**src/sv/klock_pkg.sv**
```systemverilog
// ----------------------------------------------------------------------------
// klock_pkg
// Shared types, codes and the keypad symbol map for the code lock controller.
// ----------------------------------------------------------------------------
package klock_pkg;

	localparam int CODE_DIGITS = 4;
	localparam int ENTRY_LEN   = CODE_DIGITS + 1;
	localparam int CODE_W      = 4 * CODE_DIGITS;
	localparam int KPOS_W      = $clog2(ENTRY_LEN);

	typedef logic [3:0]        sym_t;
	typedef logic [CODE_W-1:0] code_t;
	typedef logic [KPOS_W-1:0] kpos_t;
	typedef logic [2:0]        status_t;
	typedef logic [1:0]        func_t;
	typedef logic [1:0]        cfg_idx_t;

	// Symbols
	localparam sym_t SYM_STAR = 4'd10;
	localparam sym_t SYM_HASH = 4'd11;
	localparam sym_t SYM_NONE = 4'd15;

	// Event kinds
	localparam func_t FN_KEY   = 2'd0;
	localparam func_t FN_REPLY = 2'd1;
	localparam func_t FN_TICK  = 2'd2;

	// Result status codes
	localparam status_t ST_IDLE        = 3'd0;
	localparam status_t ST_CODE_CHANGE = 3'd1;
	localparam status_t ST_REQ_SENT    = 3'd2;
	localparam status_t ST_DENIED      = 3'd3;
	localparam status_t ST_UNLOCKED    = 3'd4;
	localparam status_t ST_REMOTE_DENY = 3'd5;
	localparam status_t ST_LOCKED_OUT  = 3'd6;
	localparam status_t ST_RELOCKED    = 3'd7;

	// Configuration register indexes
	localparam cfg_idx_t CFG_MASTER_CODE = 2'd0;
	localparam cfg_idx_t CFG_FAIL_LIMIT  = 2'd1;
	localparam cfg_idx_t CFG_HOLD_TICKS  = 2'd2;

	// Reset values
	localparam logic [15:0] MASTER_RST    = 16'h2345;
	localparam logic [2:0]  FAIL_LIM_RST  = 3'd3;
	localparam logic [14:0] HOLD_RST      = 15'd20000;
	localparam logic [15:0] USER_CODE_RST = 16'h2345;

	typedef enum logic [2:0] {
		PH_IDLE,
		PH_COLLECT,
		PH_MASTER_HASH,
		PH_NEWCODE,
		PH_AWAIT,
		PH_OPEN,
		PH_LOCKOUT
	} phase_t;

	typedef struct packed {
		func_t       func;
		logic [4:0]  key_index;
		logic        reply_approve;
		logic        sensor_high;
	} item_t;

	typedef struct packed {
		status_t     status;
		logic        unlock;
		logic        request_line;
		logic        alarm;
		logic [2:0]  failures;
	} result_t;

	// Row-major keypad position to symbol; unused positions carry no symbol
	function automatic sym_t key_symbol(logic [4:0] idx);
		sym_t s;
		case (idx)
			5'd1:    s = 4'd1;
			5'd2:    s = 4'd2;
			5'd3:    s = 4'd3;
			5'd5:    s = 4'd4;
			5'd6:    s = 4'd5;
			5'd7:    s = 4'd6;
			5'd9:    s = 4'd7;
			5'd10:   s = 4'd8;
			5'd11:   s = 4'd9;
			5'd13:   s = SYM_STAR;
			5'd14:   s = 4'd0;
			5'd15:   s = SYM_HASH;
			default: s = SYM_NONE;
		endcase
		return s;
	endfunction

	// Master code right-aligned in the code word; extra leading digits are 0
	function automatic code_t master_to_code(logic [15:0] m);
		return code_t'(m);
	endfunction

endpackage

```
**src/sv/klock_in_stage.sv**
```systemverilog
// ----------------------------------------------------------------------------
// klock_in_stage
// Input register: holds one event item until the core consumes it.
// ----------------------------------------------------------------------------
module klock_in_stage (
	input  logic              clk,
	input  logic              arst_n,
	input  logic              in_valid,
	output logic              in_ready,
	input  klock_pkg::item_t  in_item,
	input  logic              advance,
	output logic              valid_s1,
	output klock_pkg::item_t  item_s1
);

	logic valid_s1_q;

	assign in_ready = !valid_s1_q || advance;
	assign valid_s1 = valid_s1_q;

	always_ff @(posedge clk or negedge arst_n) begin
		if (!arst_n) begin
			valid_s1_q <= 1'b0;
		end else if (in_ready) begin
			valid_s1_q <= in_valid;
		end
	end

	always_ff @(posedge clk) begin
		if (in_valid && in_ready) begin
			item_s1 <= in_item;
		end
	end

endmodule

```
**src/sv/klock_core.sv**
```systemverilog
// ----------------------------------------------------------------------------
// klock_core
// Lock state machine, code storage and configuration registers. State moves
// at the edge where the staged item is handed to the result register.
// ----------------------------------------------------------------------------
module klock_core (
	input  logic                 clk,
	input  logic                 arst_n,
	input  logic                 cfg_we,
	input  klock_pkg::cfg_idx_t  cfg_index,
	input  logic [15:0]          cfg_data,
	input  logic                 advance,
	input  klock_pkg::item_t     item,
	output klock_pkg::result_t   result
);

	logic [15:0]         master_q;
	logic [2:0]          fail_limit_q;
	logic [14:0]         hold_q;

	klock_pkg::phase_t   phase_q, phase_d;
	klock_pkg::kpos_t    kpos_q, kpos_d;
	klock_pkg::sym_t     entry_q [klock_pkg::ENTRY_LEN];
	klock_pkg::sym_t     entry_d [klock_pkg::ENTRY_LEN];
	klock_pkg::code_t    user_q, user_d;
	logic [2:0]          fail_q, fail_d;
	logic [14:0]         ticks_q, ticks_d;

	klock_pkg::sym_t     sym;
	klock_pkg::code_t    master_c;
	klock_pkg::code_t    new_code;
	logic                master_hit;
	logic                user_hit;
	logic                fail_now;
	logic [2:0]          fail_inc;
	logic [14:0]         ticks_inc;
	klock_pkg::status_t  status_c;

	// config registers
	always_ff @(posedge clk or negedge arst_n) begin
		if (!arst_n) begin
			master_q     <= klock_pkg::MASTER_RST;
			fail_limit_q <= klock_pkg::FAIL_LIM_RST;
			hold_q       <= klock_pkg::HOLD_RST;
		end else if (cfg_we) begin
			case (cfg_index)
				klock_pkg::CFG_MASTER_CODE: master_q     <= cfg_data;
				klock_pkg::CFG_FAIL_LIMIT:  fail_limit_q <= cfg_data[2:0];
				klock_pkg::CFG_HOLD_TICKS:  hold_q       <= cfg_data[14:0];
				default: ;
			endcase
		end
	end

	always_ff @(posedge clk or negedge arst_n) begin
		if (!arst_n) begin
			phase_q <= klock_pkg::PH_IDLE;
			kpos_q  <= '0;
			user_q  <= klock_pkg::code_t'(klock_pkg::USER_CODE_RST);
			fail_q  <= '0;
			ticks_q <= '0;
		end else if (advance) begin
			phase_q <= phase_d;
			kpos_q  <= kpos_d;
			user_q  <= user_d;
			fail_q  <= fail_d;
			ticks_q <= ticks_d;
		end
	end

	// entry buffer is always written before it is compared
	always_ff @(posedge clk) begin
		if (advance) begin
			entry_q <= entry_d;
		end
	end

	assign sym       = klock_pkg::key_symbol(item.key_index);
	assign master_c  = klock_pkg::master_to_code(master_q);
	assign fail_inc  = (fail_q == 3'd7) ? fail_q : fail_q + 3'd1;
	assign ticks_inc = ticks_q + 15'd1;

	always_comb begin
		master_hit = 1'b1;
		user_hit   = 1'b1;
		for (int k = 0; k < klock_pkg::CODE_DIGITS; k++) begin
			if (entry_q[k] != master_c[4*(klock_pkg::CODE_DIGITS-1-k) +: 4])
				master_hit = 1'b0;
			if (entry_q[k] != user_q[4*(klock_pkg::CODE_DIGITS-1-k) +: 4])
				user_hit = 1'b0;
		end
	end

	// new user code: stored digits plus the key arriving now as the last one
	always_comb begin
		for (int k = 0; k < klock_pkg::CODE_DIGITS; k++) begin
			new_code[4*(klock_pkg::CODE_DIGITS-1-k) +: 4] =
				(k == klock_pkg::CODE_DIGITS - 1) ? sym : entry_q[k];
		end
	end

	always_comb begin
		phase_d  = phase_q;
		kpos_d   = kpos_q;
		entry_d  = entry_q;
		user_d   = user_q;
		fail_d   = fail_q;
		ticks_d  = ticks_q;
		status_c = klock_pkg::ST_IDLE;
		fail_now = 1'b0;

		if (phase_q == klock_pkg::PH_LOCKOUT) begin
			status_c = klock_pkg::ST_LOCKED_OUT;
		end else if (item.func == klock_pkg::FN_KEY) begin
			case (phase_q)
				klock_pkg::PH_IDLE: begin
					if (sym != klock_pkg::SYM_STAR) begin
						fail_now = 1'b1;
					end else begin
						phase_d = klock_pkg::PH_COLLECT;
						kpos_d  = '0;
					end
				end
				klock_pkg::PH_COLLECT: begin
					entry_d[kpos_q] = sym;
					if (kpos_q != klock_pkg::kpos_t'(klock_pkg::ENTRY_LEN - 1)) begin
						kpos_d = kpos_q + 1'b1;
					end else begin
						kpos_d = '0;
						if (master_hit && sym == klock_pkg::SYM_STAR) begin
							phase_d = klock_pkg::PH_MASTER_HASH;
						end else if (user_hit && sym == klock_pkg::SYM_HASH) begin
							fail_d   = '0;
							phase_d  = klock_pkg::PH_AWAIT;
							status_c = klock_pkg::ST_REQ_SENT;
						end else begin
							fail_now = 1'b1;
						end
					end
				end
				klock_pkg::PH_MASTER_HASH: begin
					if (sym != klock_pkg::SYM_HASH) begin
						fail_now = 1'b1;
					end else begin
						phase_d = klock_pkg::PH_NEWCODE;
						kpos_d  = '0;
					end
				end
				klock_pkg::PH_NEWCODE: begin
					entry_d[kpos_q] = sym;
					if (kpos_q != klock_pkg::kpos_t'(klock_pkg::CODE_DIGITS - 1)) begin
						kpos_d = kpos_q + 1'b1;
					end else begin
						user_d   = new_code;
						kpos_d   = '0;
						fail_d   = '0;
						phase_d  = klock_pkg::PH_IDLE;
						status_c = klock_pkg::ST_CODE_CHANGE;
					end
				end
				default: ;
			endcase
		end else if (item.func == klock_pkg::FN_REPLY) begin
			if (phase_q == klock_pkg::PH_AWAIT) begin
				if (item.reply_approve) begin
					phase_d  = klock_pkg::PH_OPEN;
					ticks_d  = '0;
					status_c = klock_pkg::ST_UNLOCKED;
				end else begin
					phase_d  = klock_pkg::PH_IDLE;
					status_c = klock_pkg::ST_REMOTE_DENY;
				end
			end
		end else if (item.func == klock_pkg::FN_TICK) begin
			if (phase_q == klock_pkg::PH_OPEN) begin
				if (!item.sensor_high) begin
					phase_d  = klock_pkg::PH_IDLE;
					status_c = klock_pkg::ST_RELOCKED;
				end else begin
					ticks_d = ticks_inc;
					// wrap to zero counts as expiry too
					if (ticks_inc >= hold_q || ticks_inc == '0) begin
						phase_d  = klock_pkg::PH_IDLE;
						status_c = klock_pkg::ST_RELOCKED;
					end
				end
			end
		end

		if (fail_now) begin
			fail_d = fail_inc;
			kpos_d = '0;
			if (fail_inc >= fail_limit_q) begin
				phase_d  = klock_pkg::PH_LOCKOUT;
				status_c = klock_pkg::ST_LOCKED_OUT;
			end else begin
				phase_d  = klock_pkg::PH_IDLE;
				status_c = klock_pkg::ST_DENIED;
			end
		end
	end

	always_comb begin
		result.status       = status_c;
		result.unlock       = (phase_d == klock_pkg::PH_OPEN);
		result.request_line = (phase_d == klock_pkg::PH_AWAIT);
		result.alarm        = (phase_d == klock_pkg::PH_LOCKOUT);
		result.failures     = fail_d;
	end

endmodule

```
**src/sv/klock_out_stage.sv**
```systemverilog
// ----------------------------------------------------------------------------
// klock_out_stage
// Result register: holds one result item until the consumer takes it.
// ----------------------------------------------------------------------------
module klock_out_stage (
	input  logic                clk,
	input  logic                arst_n,
	input  logic                valid_s1,
	input  klock_pkg::result_t  result,
	output logic                advance,
	output logic                out_valid,
	input  logic                out_ready,
	output klock_pkg::result_t  out_result
);

	logic               out_valid_q;
	klock_pkg::result_t res_q;

	assign advance    = valid_s1 && (!out_valid_q || out_ready);
	assign out_valid  = out_valid_q;
	assign out_result = res_q;

	always_ff @(posedge clk or negedge arst_n) begin
		if (!arst_n) begin
			out_valid_q <= 1'b0;
		end else if (!out_valid_q || out_ready) begin
			out_valid_q <= valid_s1;
		end
	end

	always_ff @(posedge clk) begin
		if (advance) begin
			res_q <= result;
		end
	end

endmodule

```
**src/sv/keypad_code_lock_controller.sv**
```systemverilog
// Path: the input register holds an accepted item until its result enters the result register.
// Throughput: one item per cycle unless out_ready stalls; each event resolves in one pass.
// Reset (arst_n low, async): lock idle, failures 0, alarm clear, user code and
// master code 2345, fail limit 3, hold 20000 ticks; both stages empty.
// ----------------------------------------------------------------------------
// keypad_code_lock_controller
// Keypad code lock: code entry, access request, remote reply, timed opening.
// ----------------------------------------------------------------------------
module keypad_code_lock_controller (
	input  logic        clk,
	input  logic        arst_n,
	input  logic        cfg_we,
	input  logic [1:0]  cfg_index,
	input  logic [15:0] cfg_data,
	input  logic        in_valid,
	output logic        in_ready,
	input  logic [1:0]  func,
	input  logic [4:0]  key_index,
	input  logic        reply_approve,
	input  logic        sensor_high,
	output logic        out_valid,
	input  logic        out_ready,
	output logic [2:0]  status,
	output logic        unlock,
	output logic        request_line,
	output logic        alarm,
	output logic [2:0]  failures
);

	klock_pkg::item_t   in_item;
	klock_pkg::item_t   item_s1;
	klock_pkg::result_t result;
	klock_pkg::result_t out_result;
	logic               valid_s1;
	logic               advance;

	always_comb begin
		in_item.func          = func;
		in_item.key_index     = key_index;
		in_item.reply_approve = reply_approve;
		in_item.sensor_high   = sensor_high;
	end

	klock_in_stage u_in (
		.clk      (clk),
		.arst_n   (arst_n),
		.in_valid (in_valid),
		.in_ready (in_ready),
		.in_item  (in_item),
		.advance  (advance),
		.valid_s1 (valid_s1),
		.item_s1  (item_s1)
	);

	klock_core u_core (
		.clk       (clk),
		.arst_n    (arst_n),
		.cfg_we    (cfg_we),
		.cfg_index (cfg_index),
		.cfg_data  (cfg_data),
		.advance   (advance),
		.item      (item_s1),
		.result    (result)
	);

	klock_out_stage u_out (
		.clk        (clk),
		.arst_n     (arst_n),
		.valid_s1   (valid_s1),
		.result     (result),
		.advance    (advance),
		.out_valid  (out_valid),
		.out_ready  (out_ready),
		.out_result (out_result)
	);

	assign status       = out_result.status;
	assign unlock       = out_result.unlock;
	assign request_line = out_result.request_line;
	assign alarm        = out_result.alarm;
	assign failures     = out_result.failures;

endmodule

```
**config.mk**
```make
export PLATFORM = sky130hd
export DESIGN_NAME = keypad_code_lock_controller
export DESIGN_NICKNAME = d
export VERILOG_FILES = /design/src/sv/klock_pkg.sv /design/src/sv/klock_in_stage.sv /design/src/sv/klock_core.sv /design/src/sv/klock_out_stage.sv /design/src/sv/keypad_code_lock_controller.sv
export SDC_FILE = /design/constraint.sdc
export NUM_CORES = 1
export LEC_CHECK = 0
export ABC_AREA = 1
export ABC_CLOCK_PERIOD_IN_PS = 8230
export BUFFER_PORTS_ARGS = -buffer_cell sky130_fd_sc_hd__buf_2
export CORE_UTILIZATION = 37
export CTS_CLUSTER_SIZE = 40
export DETAILED_ROUTE_END_ITERATION = 16
export GPL_ROUTABILITY_DRIVEN = 0
export PLACE_DENSITY_LB_ADDON = 0.08
export SYNTH_ARGS = -nofsm -noshare
export SYNTH_HDL_FRONTEND = slang
export SYNTH_SLANG_ARGS = --single-unit
```
**constraint.sdc**
```tcl
create_clock -name clk -period 8.23 [get_ports clk]
set_clock_uncertainty 0.05 [all_clocks]
set_input_delay 1.646 -clock clk [delete_from_list [all_inputs] [get_ports clk]]
set_output_delay 1.646 -clock clk [all_outputs]
set_load 0.01 [all_outputs]
```
==> key figures, run 1 <==
Route
  – Vias post-DR: 5,098
  – Iteration-0 DRC Markers: 330
  – Drc violations: 0
  – DR vias/cell: 4.94
  – ANT nets after route: 0
  – Average wire per standard cell: 14.3 µm
  – Drt first pass iters: 5
  – Post-Route WL: 14.7 mm

Global route
  – Pin count of the biggest net entering global routing: 77
  – Vias in the first global route: 4,992
  – GRT Overall Usage: 18.1%
  – Initial antenna violation count: 0
  – Busiest grt layer: met2
  – Met2 Use GR: 30.9%
  – Met3 Usage GRT: 4.24%
  – Gr ovfl total: 0
  – First-pass GRT wire length: 24.7 mm
  – GR Util met1: 21.8%

Run
  – Max-cap violations: 0

Placed design
  – Dpl ws: 4380 ps
  – Dpl hpwl: 11.0 mm
  – Number of port buffers: 42

Floorplanning
  – Initial Util: 38.5%
  – Total core area: 0.0161 mm²
  – Die area: 0.0173 mm²
  – Die H: 132 µm
  – Site Rows: 46
  – Die Wd: 132 µm
  – Io pins: 43

Worst setup path
  – Slowest-stage cell, CP: buf_2
  – Worst r2r src: u_core.ticks_q[0]
  – Reg2Reg Capture Point: u_out.out_result[6]
  – R2R Setup Slk: 5040 ps
  – Crit Path Category: input pin to output port
  – WP data required: 6530 ps
  – Buf+Inv Stages, Crit Path: 3
  – Worst stage delay on the critical path: 160 ps
  – CP endpoint kind: output port
  – Critical path's top delay family: buffers and inverters
  – CP dominant cell by count: buf_2
  – Crit path max fanout: 3
  – Cell chain of the critical path: buf_2 -> inv_1 -> nand3_1 -> buf_2
  – Worst reg2reg path depth: 20
  – CP arrival: 2050 ps
  – Startpoint Class: input pin

Timing
  – Hold violation count in the final report: 0
  – FMAX: 267 MHz
  – Unrepaired setup endpoints after global routing: false
  – Final period util: 45.6%
  – Final Max Slew Viols: 0
  – Final worst slack: 4480 ps
  – Minimum hold slack: 434 ps
  – Final min period: 3750 ps
  – Max_slew headroom: 30.9%
  – Setup total negative slack: 0 ps
  – Final setup fails: 0
  – Worst-margin pin slew: 1040 ps

Clock tree
  – Clock root cell: clkbuf_16
  – CTS tree: yes
  – TritonCTS buffer count: 17
  – Clock Latency Late Sink: 410 ps
  – CTS sink count: 114
  – Cts repair resizes: 0
  – Max Root-Sink Buffers: 2
  – CTS H-tree depth: 4
  – Post-CTS setup buffer count: 0
  – Clock Pin Slew Worst Setup and Hold Paths: 60 ps
  – Cts-stage hold buffer count: 0

Synthesis
  – Area contributors post-synth: dfrtp_1 (23%), edfxtp_1 (16%), nand2_1 (12%)
  – Post-synthesis simple-gate area fraction: 24.6%
  – XOR/XNOR Fraction of Synth Area: 3.67%
  – Multiplexer share of the synthesized area: 0.363%
  – Sequential fraction of the synthesis area: 48.8%
  – Top FF cell, synth: dfrtp_1
  – Asr flop ratio synth: 66.7%
  – Main combinational cell family by area after synthesis: simple AND/OR/NAND/NOR gates
  – Number of synthesized flops with an enable pin: 34
  – Leading area contributor after synthesis: dfrtp_1
  – Post-synth top area share: 23.0%
  – Seq cells post-synth: 114
  – Compound-Gate Fraction of Synth Area: 9.46%
  – Syn Area/Cell: 8.24 µm²
  – Syn Std Cell Area: 0.00621 mm²
  – Count of cell types in the netlist: 41
  – Syn Nets: 812
  – Synth Area in Adders: 5.44%
  – Synth warnings: 0
  – Cells after synthesis: 753

Pwr
  – Tot Pwr: 2.25 mW
  – Pleak: 3.43 nW
  – Comb power frac: 28.5%
  – Switch Pwr: 797 µW
  – Net Sw Frac: 35.3%
  – Cell internal pwr: 1.46 mW
  – Pwr Density: 310 mW/mm²
  – Max IR drop VDD: 0.151 mV
  – Clock power frac: 35.0%
  – Sequential Power Share: 36.5%

Layout
  – Antenna diodes: 0
  – Layout cells sized above 1: 15.2%
  – Layout net count: 861
  – Area grow syn2layout: 17.2%
  – Utilization after layout: 45.1%

Run status
  – Status: finished, final reports clean

Worst hold path
  – Min-Delay Path Class: register to register
  – Hold path depth: 2
  – Sink of the worst hold path: u_core.hold_q[1]
  – HP Start: u_core.hold_q[1]
[synthesized netlist by cell type, types with 2 or more instances]
cell       number
a31oi_1        10
inv_2           2
or2_1           2
a21oi_1         9
nand2_1       193
dfrtp_1        57
o21ai_0        62
edfxtp_1       34
inv_1         112
dfxtp_1         4
nand4_1        17
buf_2           2
nand2_2         8
clkbuf_1        9
mux2_2          2
ha_1           27
dfstp_2        19
xor2_1         15
or2_2          10
nor3_1         15
o21ai_1         4
nor2_1         58
nor2_2          7
a2111oi_0       2
xnor2_1        11
nand3_1        38
o22ai_1         9
a211oi_1        2
[registers in the layout (all words and copies together) (netlist names), 9 cells and up, named ones only]
name              flops
u_core.master_c      16
u_core.ticks_q       15
u_core.hold_q        15
u_out.out_result      9
u_core.user_q        16
u_in.item_s1          9
u_core.entry_q       16
[layout by cell type, fill, tap and decap left out, types with 5 or more instances in the layout]
cell type / count
xnor2_1: 11
nor2_2: 7
dfstp_2: 19
or2_2: 10
dfrtp_1: 57
o22ai_1: 9
nand4_1: 17
nand3_1: 38
o21ai_0: 62
clkinv_4: 5
ha_1: 27
inv_1: 112
nor2_1: 58
nor3_1: 15
clkbuf_16: 17
nand2_2: 8
buf_2: 41
xor2_1: 15
a21oi_1: 9
edfxtp_1: 34
nand2_1: 193
a31oi_1: 10
[final cells by class]
class / count / area [µm²]
Clock buffer: 17 / 425
Clock inverter: 15 / 209
Timing Repair Buffer: 42 / 213
Inverter: 114 / 428
Multi-Input combinational cell: 513 / 2700
Tap cell: 216 / 270
Fill cell: 1608 / 8840
Sequential cell: 114 / 3030
[worst max path at each step]
stage               startpoint          endpoint  slack, ps  depth (start not counted)
floorplan            out_ready          in_ready       4700                          2
global placement     out_ready  u_core.user_q[0]       4480                          9
detailed placement   out_ready  u_core.user_q[3]       4380                          9
CTS                  out_ready          in_ready       4480                          4
global route         out_ready          in_ready       4400                          4
finish               out_ready          in_ready       4480                          4
[stage by stage]
stage | cells | cell area, µm²
2_1_floorplan | 753 | 6210
3_3_place_gp | 999 | 6640
3_5_place_dp | 999 | 6640
4_1_cts | 1031 | 7270
5_1_grt | 1031 | 7270
6_report | 1031 | 7270
[tightest hold or removal path, stage by stage (launching register included)]
cell and delay (ps):
dfrtp_1 340, nand2_1 50, o21ai_0 60
[power groups by stage]
stage | sequential, mW | clock, mW | combinational [mW]
2_1_floorplan | 0.802 | 0 | 0.479
3_5_place_dp | 0.828 | 0 | 0.644
6_report | 0.822 | 0.790 | 0.642
3_3_place_gp | 0.827 | 0 | 0.632
5_1_grt | 0.839 | 0.834 | 0.740
4_1_cts | 0.821 | 0.804 | 0.648
[per-layer routing]
metal	up-vias	share of wire (%)
li1	2562	-
met1	2392	45
met2	117	49
met3	27	3.8
met4	0	2.2
met5	-	0
[cells by family (layout without fill, tap and decap cells)]
kind of cell / Yosys count / in the layout
simple gates: 353 / 353
buf+inv: 126 / 188
flops: 114 / 114
compound gates: 105 / 105
fa+ha+maj: 27 / 27
xor+xnor: 26 / 26
mux: 2 / 2
No activity file was read; power rests on OpenSTA's default activity.
==> inputs of run 2 (changes only) <==
--- a/config.mk
+++ b/config.mk
@@ -6,7 +6,7 @@
 export NUM_CORES = 1
 export LEC_CHECK = 0
 export ABC_AREA = 1
-export ABC_CLOCK_PERIOD_IN_PS = 8230
+export ABC_CLOCK_PERIOD_IN_PS = 3600
 export BUFFER_PORTS_ARGS = -buffer_cell sky130_fd_sc_hd__buf_2
 export CORE_UTILIZATION = 37
 export CTS_CLUSTER_SIZE = 40
==> constraint.sdc (replaced) <==
create_clock -name clk -period 3.6 [get_ports clk]
set_clock_uncertainty 0.05 [all_clocks]
set_input_delay 0.72 -clock clk [delete_from_list [all_inputs] [get_ports clk]]
set_output_delay 0.72 -clock clk [all_outputs]
set_load 0.01 [all_outputs]
==> key figures, run 2 (synthesized netlist as in run 1, its figures left out) <==
Run status
  – Status: finished, final reports clean

Layout
  – Finished Layout Cells: 1,035
  – Utilization after layout: 45.6%
  – Area grow syn2layout: 18.4%
  – Layout cells sized above 1: 15.6%
  – Most common cell after layout, fill and taps aside: nand2_1
  – Design area: 0.00735 mm²
  – Most frequent cells in the layout: nand2_1 (193), inv_1 (112), o21ai_0 (62), nor2_1 (58), dfrtp_1 (57)
  – Antenna diodes: 0
  – Layout net count: 865

Clock tree
  – Cts repair resizes: 0
  – Clock root cell: clkbuf_16
  – Clock Pin Slew Worst Setup and Hold Paths: 60 ps
  – Max Root-Sink Buffers: 2
  – Cts-stage hold buffer count: 0
  – Clock Latency Late Sink: 420 ps
  – CTS tree: yes
  – TritonCTS buffer count: 17
  – Post-CTS setup buffer count: 0
  – CTS H-tree depth: 4
  – CTS sink count: 114

Floorplanning
  – Initial Util: 38.5%
  – Die area: 0.0173 mm²
  – Io pins: 43
  – Die H: 132 µm
  – Total core area: 0.0161 mm²
  – Die Wd: 132 µm
  – Site Rows: 46

Worst setup path
  – WP data required: 3720 ps
  – CP arrival: 3100 ps
  – Worst reg2reg path depth: 20
  – CP endpoint: u_out.out_result[6]
  – Crit Path Category: register to register
  – Reg2Reg Capture Point: u_out.out_result[6]
  – CP startpoint: u_core.ticks_q[0]
  – Crit path max fanout: 6
  – Startpoint Class: register
  – Worst r2r src: u_core.ticks_q[0]
  – CP endpoint kind: register
  – R2R Setup Slk: 620 ps

Global route
  – Pin count of the biggest net entering global routing: 77
  – GRT Overall Usage: 18.2%
  – Vias in the first global route: 4,903
  – Gr ovfl total: 0
  – First-pass GRT wire length: 24.5 mm
  – Initial antenna violation count: 0

Route
  – Drt first pass iters: 4
  – Iteration-0 DRC Markers: 289
  – ANT nets after route: 0
  – Vias post-DR: 4,995
  – Drc violations: 0
  – Average wire per standard cell: 14.1 µm
  – Post-Route WL: 14.6 mm
  – DR vias/cell: 4.83

Pwr
  – Max IR drop VDD: 0.370 mV
  – Pwr Density: 717 mW/mm²
  – Tot Pwr: 5.27 mW
  – Pleak: 3.48 nW

Placed design
  – Post-Place Cell Area: 0.00667 mm²
  – Dpl hpwl: 11.1 mm
  – Number of port buffers: 42
  – Dpl ws: 676 ps
  – Placed cells: 1,003

Timing
  – Final worst slack: 624 ps
  – Final min period: 2980 ps
  – Worst-margin pin slew: 1020 ps
  – Minimum hold slack: 422 ps
  – Final setup fails: 0
  – Hold violation count in the final report: 0
  – Setup total negative slack: 0 ps
  – FMAX: 336 MHz
  – Final period util: 82.7%
  – Final Max Slew Viols: 0
  – Max_slew headroom: 32.1%
  – Unrepaired setup endpoints after global routing: false

Run
  – Max-cap violations: 0

Worst hold path
  – Min-Delay Path Class: input pin to asynchronous set/reset pin
-- run 2: cell count changes in the layout (fill, tap and decap cells not counted), sizes merged --
| cell | change |
|---|---|
| clkinvlp | -2 |
| inv | +1 |
| buf | +4 |
| clkinv | -1 |
| bufinv | +2 |
-- run 2: worst min-delay path by stage --
stage	from	slack [ps]	depth (start not counted)	to
after floorplan	arst_n	370	0	u_core.fail_limit_q[2]
after global placement	u_core.user_q[6]	420	2	u_core.user_q[6]
after detailed placement	u_core.user_q[6]	420	2	u_core.user_q[6]
after CTS	func[0]	400	1	u_in.item_s1[7]
after global routing	func[1]	410	1	u_in.item_s1[8]
final	arst_n	420	1	u_core.hold_q[7]
-- run 2: area by class of cell --
type                    instances  area [µm²]
clock buffers                  17         425
flip-flops and latches        114        3030
repair buffers                 46         243
well taps                     216         270
clock inverters                15         254
inverters                     114         428
fillers                      1606        8770
multi-input cells             513        2700
-- run 2: power breakdown --
part	internal (mW)	switching, mW	total [mW]
Sequential	1.64	0.227	1.87
Clock	1.31	0.629	1.93
Combinational	0.533	0.932	1.47
Total	3.48	1.79	5.27
-- run 2: critical path, stage by stage, from the launching register on --
cell and delay (ps):
dfrtp_1 430, ha_1 250, nand2_1 100, nor2_2 180, nand2_1 110, nor2_1 110, nand2_1 50, nand2_1 110
inv_1 60, ha_1 160, or2_2 280, a31oi_1 160, nand3_1 90, nor2_1 110, nand2_2 90, nand2_2 100
nand2_1 70, nand2_1 60, nand2_1 50, nand2_1 50, nand2_1 50
-- run 2: layer usage --
metal  vias to the layer above  part of all wire, %  global-route usage, %
li1                       2560                    -                      -
met1                      2328                   46                   22.8
met2                        85                   49                   30.4
met3                        22                  3.6                   4.13
met4                         0                  1.4                   6.72
met5                         -                    0                      0
==> inputs of run 3 (changes only) <==
--- a/config.mk
+++ b/config.mk
@@ -5,8 +5,8 @@
 export SDC_FILE = /design/constraint.sdc
 export NUM_CORES = 1
 export LEC_CHECK = 0
-export ABC_AREA = 1
-export ABC_CLOCK_PERIOD_IN_PS = 3600
+export ABC_AREA = 0
+export ABC_CLOCK_PERIOD_IN_PS = 3100
 export BUFFER_PORTS_ARGS = -buffer_cell sky130_fd_sc_hd__buf_2
 export CORE_UTILIZATION = 37
 export CTS_CLUSTER_SIZE = 40
==> constraint.sdc (replaced) <==
create_clock -name clk -period 3.1 [get_ports clk]
set_clock_uncertainty 0.05 [all_clocks]
set_input_delay 0.62 -clock clk [delete_from_list [all_inputs] [get_ports clk]]
set_output_delay 0.62 -clock clk [all_outputs]
set_load 0.01 [all_outputs]
==> key figures, run 3 <==
Timing
  – Max_slew headroom: 47.9%
  – FMAX: 308 MHz
  – Final worst slack: -150 ps
  – Unrepaired setup endpoints after global routing: true
  – Hold violation count in the final report: 0
  – Final min period: 3250 ps
  – Final Max Slew Viols: 0
  – Worst-margin pin slew: 779 ps
  – Setup total negative slack: -474 ps
  – Final period util: 105%
  – Final setup fails: 5

Synthesis
  – Asr flop ratio synth: 66.7%
  – Most frequent cell after synthesis: dfrtp_1
  – Area contributors post-synth: dfrtp_1 (23%), edfxtp_1 (16%), mux2_2 (9.7%)
  – Post-synth top cells: dfrtp_1 (57), mux2_2 (54), xnor2_1 (45), nand2_1 (39), edfxtp_1 (34)
  – Post-synth top area share: 22.8%
  – Top FF cell, synth: dfrtp_1
  – Seq cells post-synth: 114
  – Count of cell types in the netlist: 70
  – Cells after synthesis: 552
  – Syn Nets: 611
  – Synth warnings: 0
  – Sequential fraction of the synthesis area: 48.3%
  – Syn Area/Cell: 11.3 µm²
  – Leading area contributor after synthesis: dfrtp_1
  – Number of synthesized flops with an enable pin: 34
  – Syn Std Cell Area: 0.00626 mm²

Worst setup path
  – Worst r2r src: u_core.ticks_q[0]
  – Crit path max fanout: 4
  – Stages on the worst setup path: 14
  – Critical path's top delay family: simple AND/OR/NAND/NOR gates
  – WP data required: 3230 ps
  – Slowest-stage cell, CP: dfrtp_2
  – Crit Path Category: register to register
  – Cell chain of the critical path: ha_4 -> and4_4 -> buf_6 -> and3_4 -> nand3_4 -> xnor2_2 -> ha_1 -> nor3b_2 -> a311oi_2 -> maj3_2 -> nor2_2 -> o31ai_4 -> a41oi_2 -> nor2b_4
  – Startpoint Class: register
  – CP endpoint kind: register
  – Reg2Reg Capture Point: u_out.out_result[4]
  – R2R Setup Slk: -150 ps
  – Worst stage delay on the critical path: 390 ps
  – Buf+Inv Stages, Crit Path: 1
  – CP arrival: 3380 ps
  – CP endpoint: u_out.out_result[4]
  – Worst reg2reg path depth: 14
  – CP startpoint: u_core.ticks_q[0]

Clock tree
  – Clock Pin Slew Worst Setup and Hold Paths: 60 ps
  – TritonCTS buffer count: 17
  – CTS H-tree depth: 4
  – CTS sink count: 114
  – CTS tree: yes
  – Clock root cell: clkbuf_16
  – Clock Latency Late Sink: 420 ps
  – Max Root-Sink Buffers: 2

Global route
  – Initial antenna violation count: 0
  – Met3 Usage GRT: 3.65%
  – Met2 Use GR: 28.1%
  – Pin count of the biggest net entering global routing: 40
  – Vias in the first global route: 4,363
  – First-pass GRT wire length: 24.0 mm
  – Busiest grt layer: met2
  – GR Util met1: 25.1%
  – Gr ovfl total: 0
  – GRT Overall Usage: 18.2%

Layout
  – Most common cell after layout, fill and taps aside: dfrtp_1
  – Most frequent cells in the layout: dfrtp_1 (55), mux2_2 (54), buf_4 (52), buf_2 (41), xnor2_1 (40)
  – Layout cells sized above 1: 37.9%
  – Utilization after layout: 47.4%
  – Layout net count: 703
  – Area grow syn2layout: 25.2%
  – Antenna diodes: 0

Floorplanning
  – Total core area: 0.0165 mm²
  – Die area: 0.0174 mm²
  – Io pins: 43
  – Initial Util: 37.9%
  – Die Wd: 132 µm
  – Die H: 132 µm
  – Site Rows: 47

Worst hold path
  – Min-Delay Path Class: input pin to asynchronous set/reset pin

Route
  – Drt first pass iters: 5
  – ANT nets after route: 0
  – Post-Route WL: 15.0 mm
  – Drc violations: 0
  – Iteration-0 DRC Markers: 252
  – Average wire per standard cell: 17.1 µm
  – Vias post-DR: 4,500
  – DR vias/cell: 5.13

Run status
  – Failing checks: negative setup slack
  – Status: finished with violations

Pwr
  – Pwr Density: 644 mW/mm²
  – Tot Pwr: 5.04 mW
  – Max IR drop VDD: 0.405 mV
  – Pleak: 3.35 nW

Placed design
  – Dpl hpwl: 11.1 mm
  – Number of port buffers: 42

Run
  – Max-cap violations: 0
==> run 3: cell type report <==
type / count / area (µm²)
Clock buffer: 18 / 429
Clock inverter: 14 / 140
Fill cell: 1513 / 8690
Inverter: 32 / 120
Multi-Input combinational cell: 384 / 3220
Sequential cell: 114 / 3030
Tap cell: 220 / 275
Timing Repair Buffer: 95 / 627
==> run 3: worst min path at each step <==
stage | from | end | slack [ps] | cells after the start
after CTS | arst_n | u_core.ticks_q[6] | 130 | 1
after floorplan | arst_n | u_core.fail_limit_q[2] | 270 | 0
after detailed placement | u_in.valid_s1 | u_out.out_valid | 440 | 1
after global placement | u_in.valid_s1 | u_out.out_valid | 430 | 1
after global routing | arst_n | u_core.ticks_q[6] | 150 | 1
final | arst_n | u_core.ticks_q[6] | 120 | 1
==> run 3: timing repair <==
item | in CTS | in global routing
cloned | 0 | 0
setup buffers | 1 | 5
resized for setup | 13 | 15
pin swaps | 15 | 13
endpoints found under the setup margin | 7 | 7
hold buffers | 0 | 0
==> run 3: metrics by stage <==
| stage | cells | hold WS [ps] | cell area (µm²) | setup WS, ps |
|---|---|---|---|---|
| 3_3_place_gp | 839 | 433 | 7080 | -234 |
| 5_1_grt | 877 | 146 | 7840 | -311 |
| 6_report | 877 | 116 | 7840 | -150 |
| 2_1_floorplan | 552 | 274 | 6320 | -91.4 |
| 4_1_cts | 872 | 134 | 7700 | -238 |
| 3_5_place_dp | 839 | 436 | 7080 | -293 |
==> run 3: power by group <==
part | switching, mW | total (mW) | internal, mW
combinational | 0.572 | 1.13 | 0.553
clock | 0.730 | 1.90 | 1.17
sequential | 0.205 | 2.02 | 1.81
total | 1.51 | 5.04 | 3.54
==> run 3: cells by family (layout without fill, tap and decap cells) <==
| kind of cell | after synthesis | after routing | share of synthesized area (%) |
|---|---|---|---|
| flops | 114 | 114 | 48.3 |
| mux | 59 | 59 | 10.5 |
| xor+xnor | 54 | 54 | 7.55 |
| simple gates | 155 | 155 | 14.4 |
| fa+ha+maj | 29 | 29 | 5.72 |
| compound gates | 87 | 87 | 9.97 |
| buf+inv | 54 | 159 | 3.52 |
==> run 3: worst reg2reg max path: cells and delay by family, from the launching register on <==
family	cells	cell delay [ps]
fa+ha+maj	3	710
xor+xnor	1	140
buf+inv	1	110
flops	1	390
simple gates	6	890
compound gates	3	730
==> run 3: metal layers <==
layer  wire [µm]  part of all wire, %  up-vias
met5           0                    0        -
met4         231                  1.5        0
met3         518                  3.4       22
met2        7030                   47       96
met1        7240                   48     2201
li1            -                    -     2181
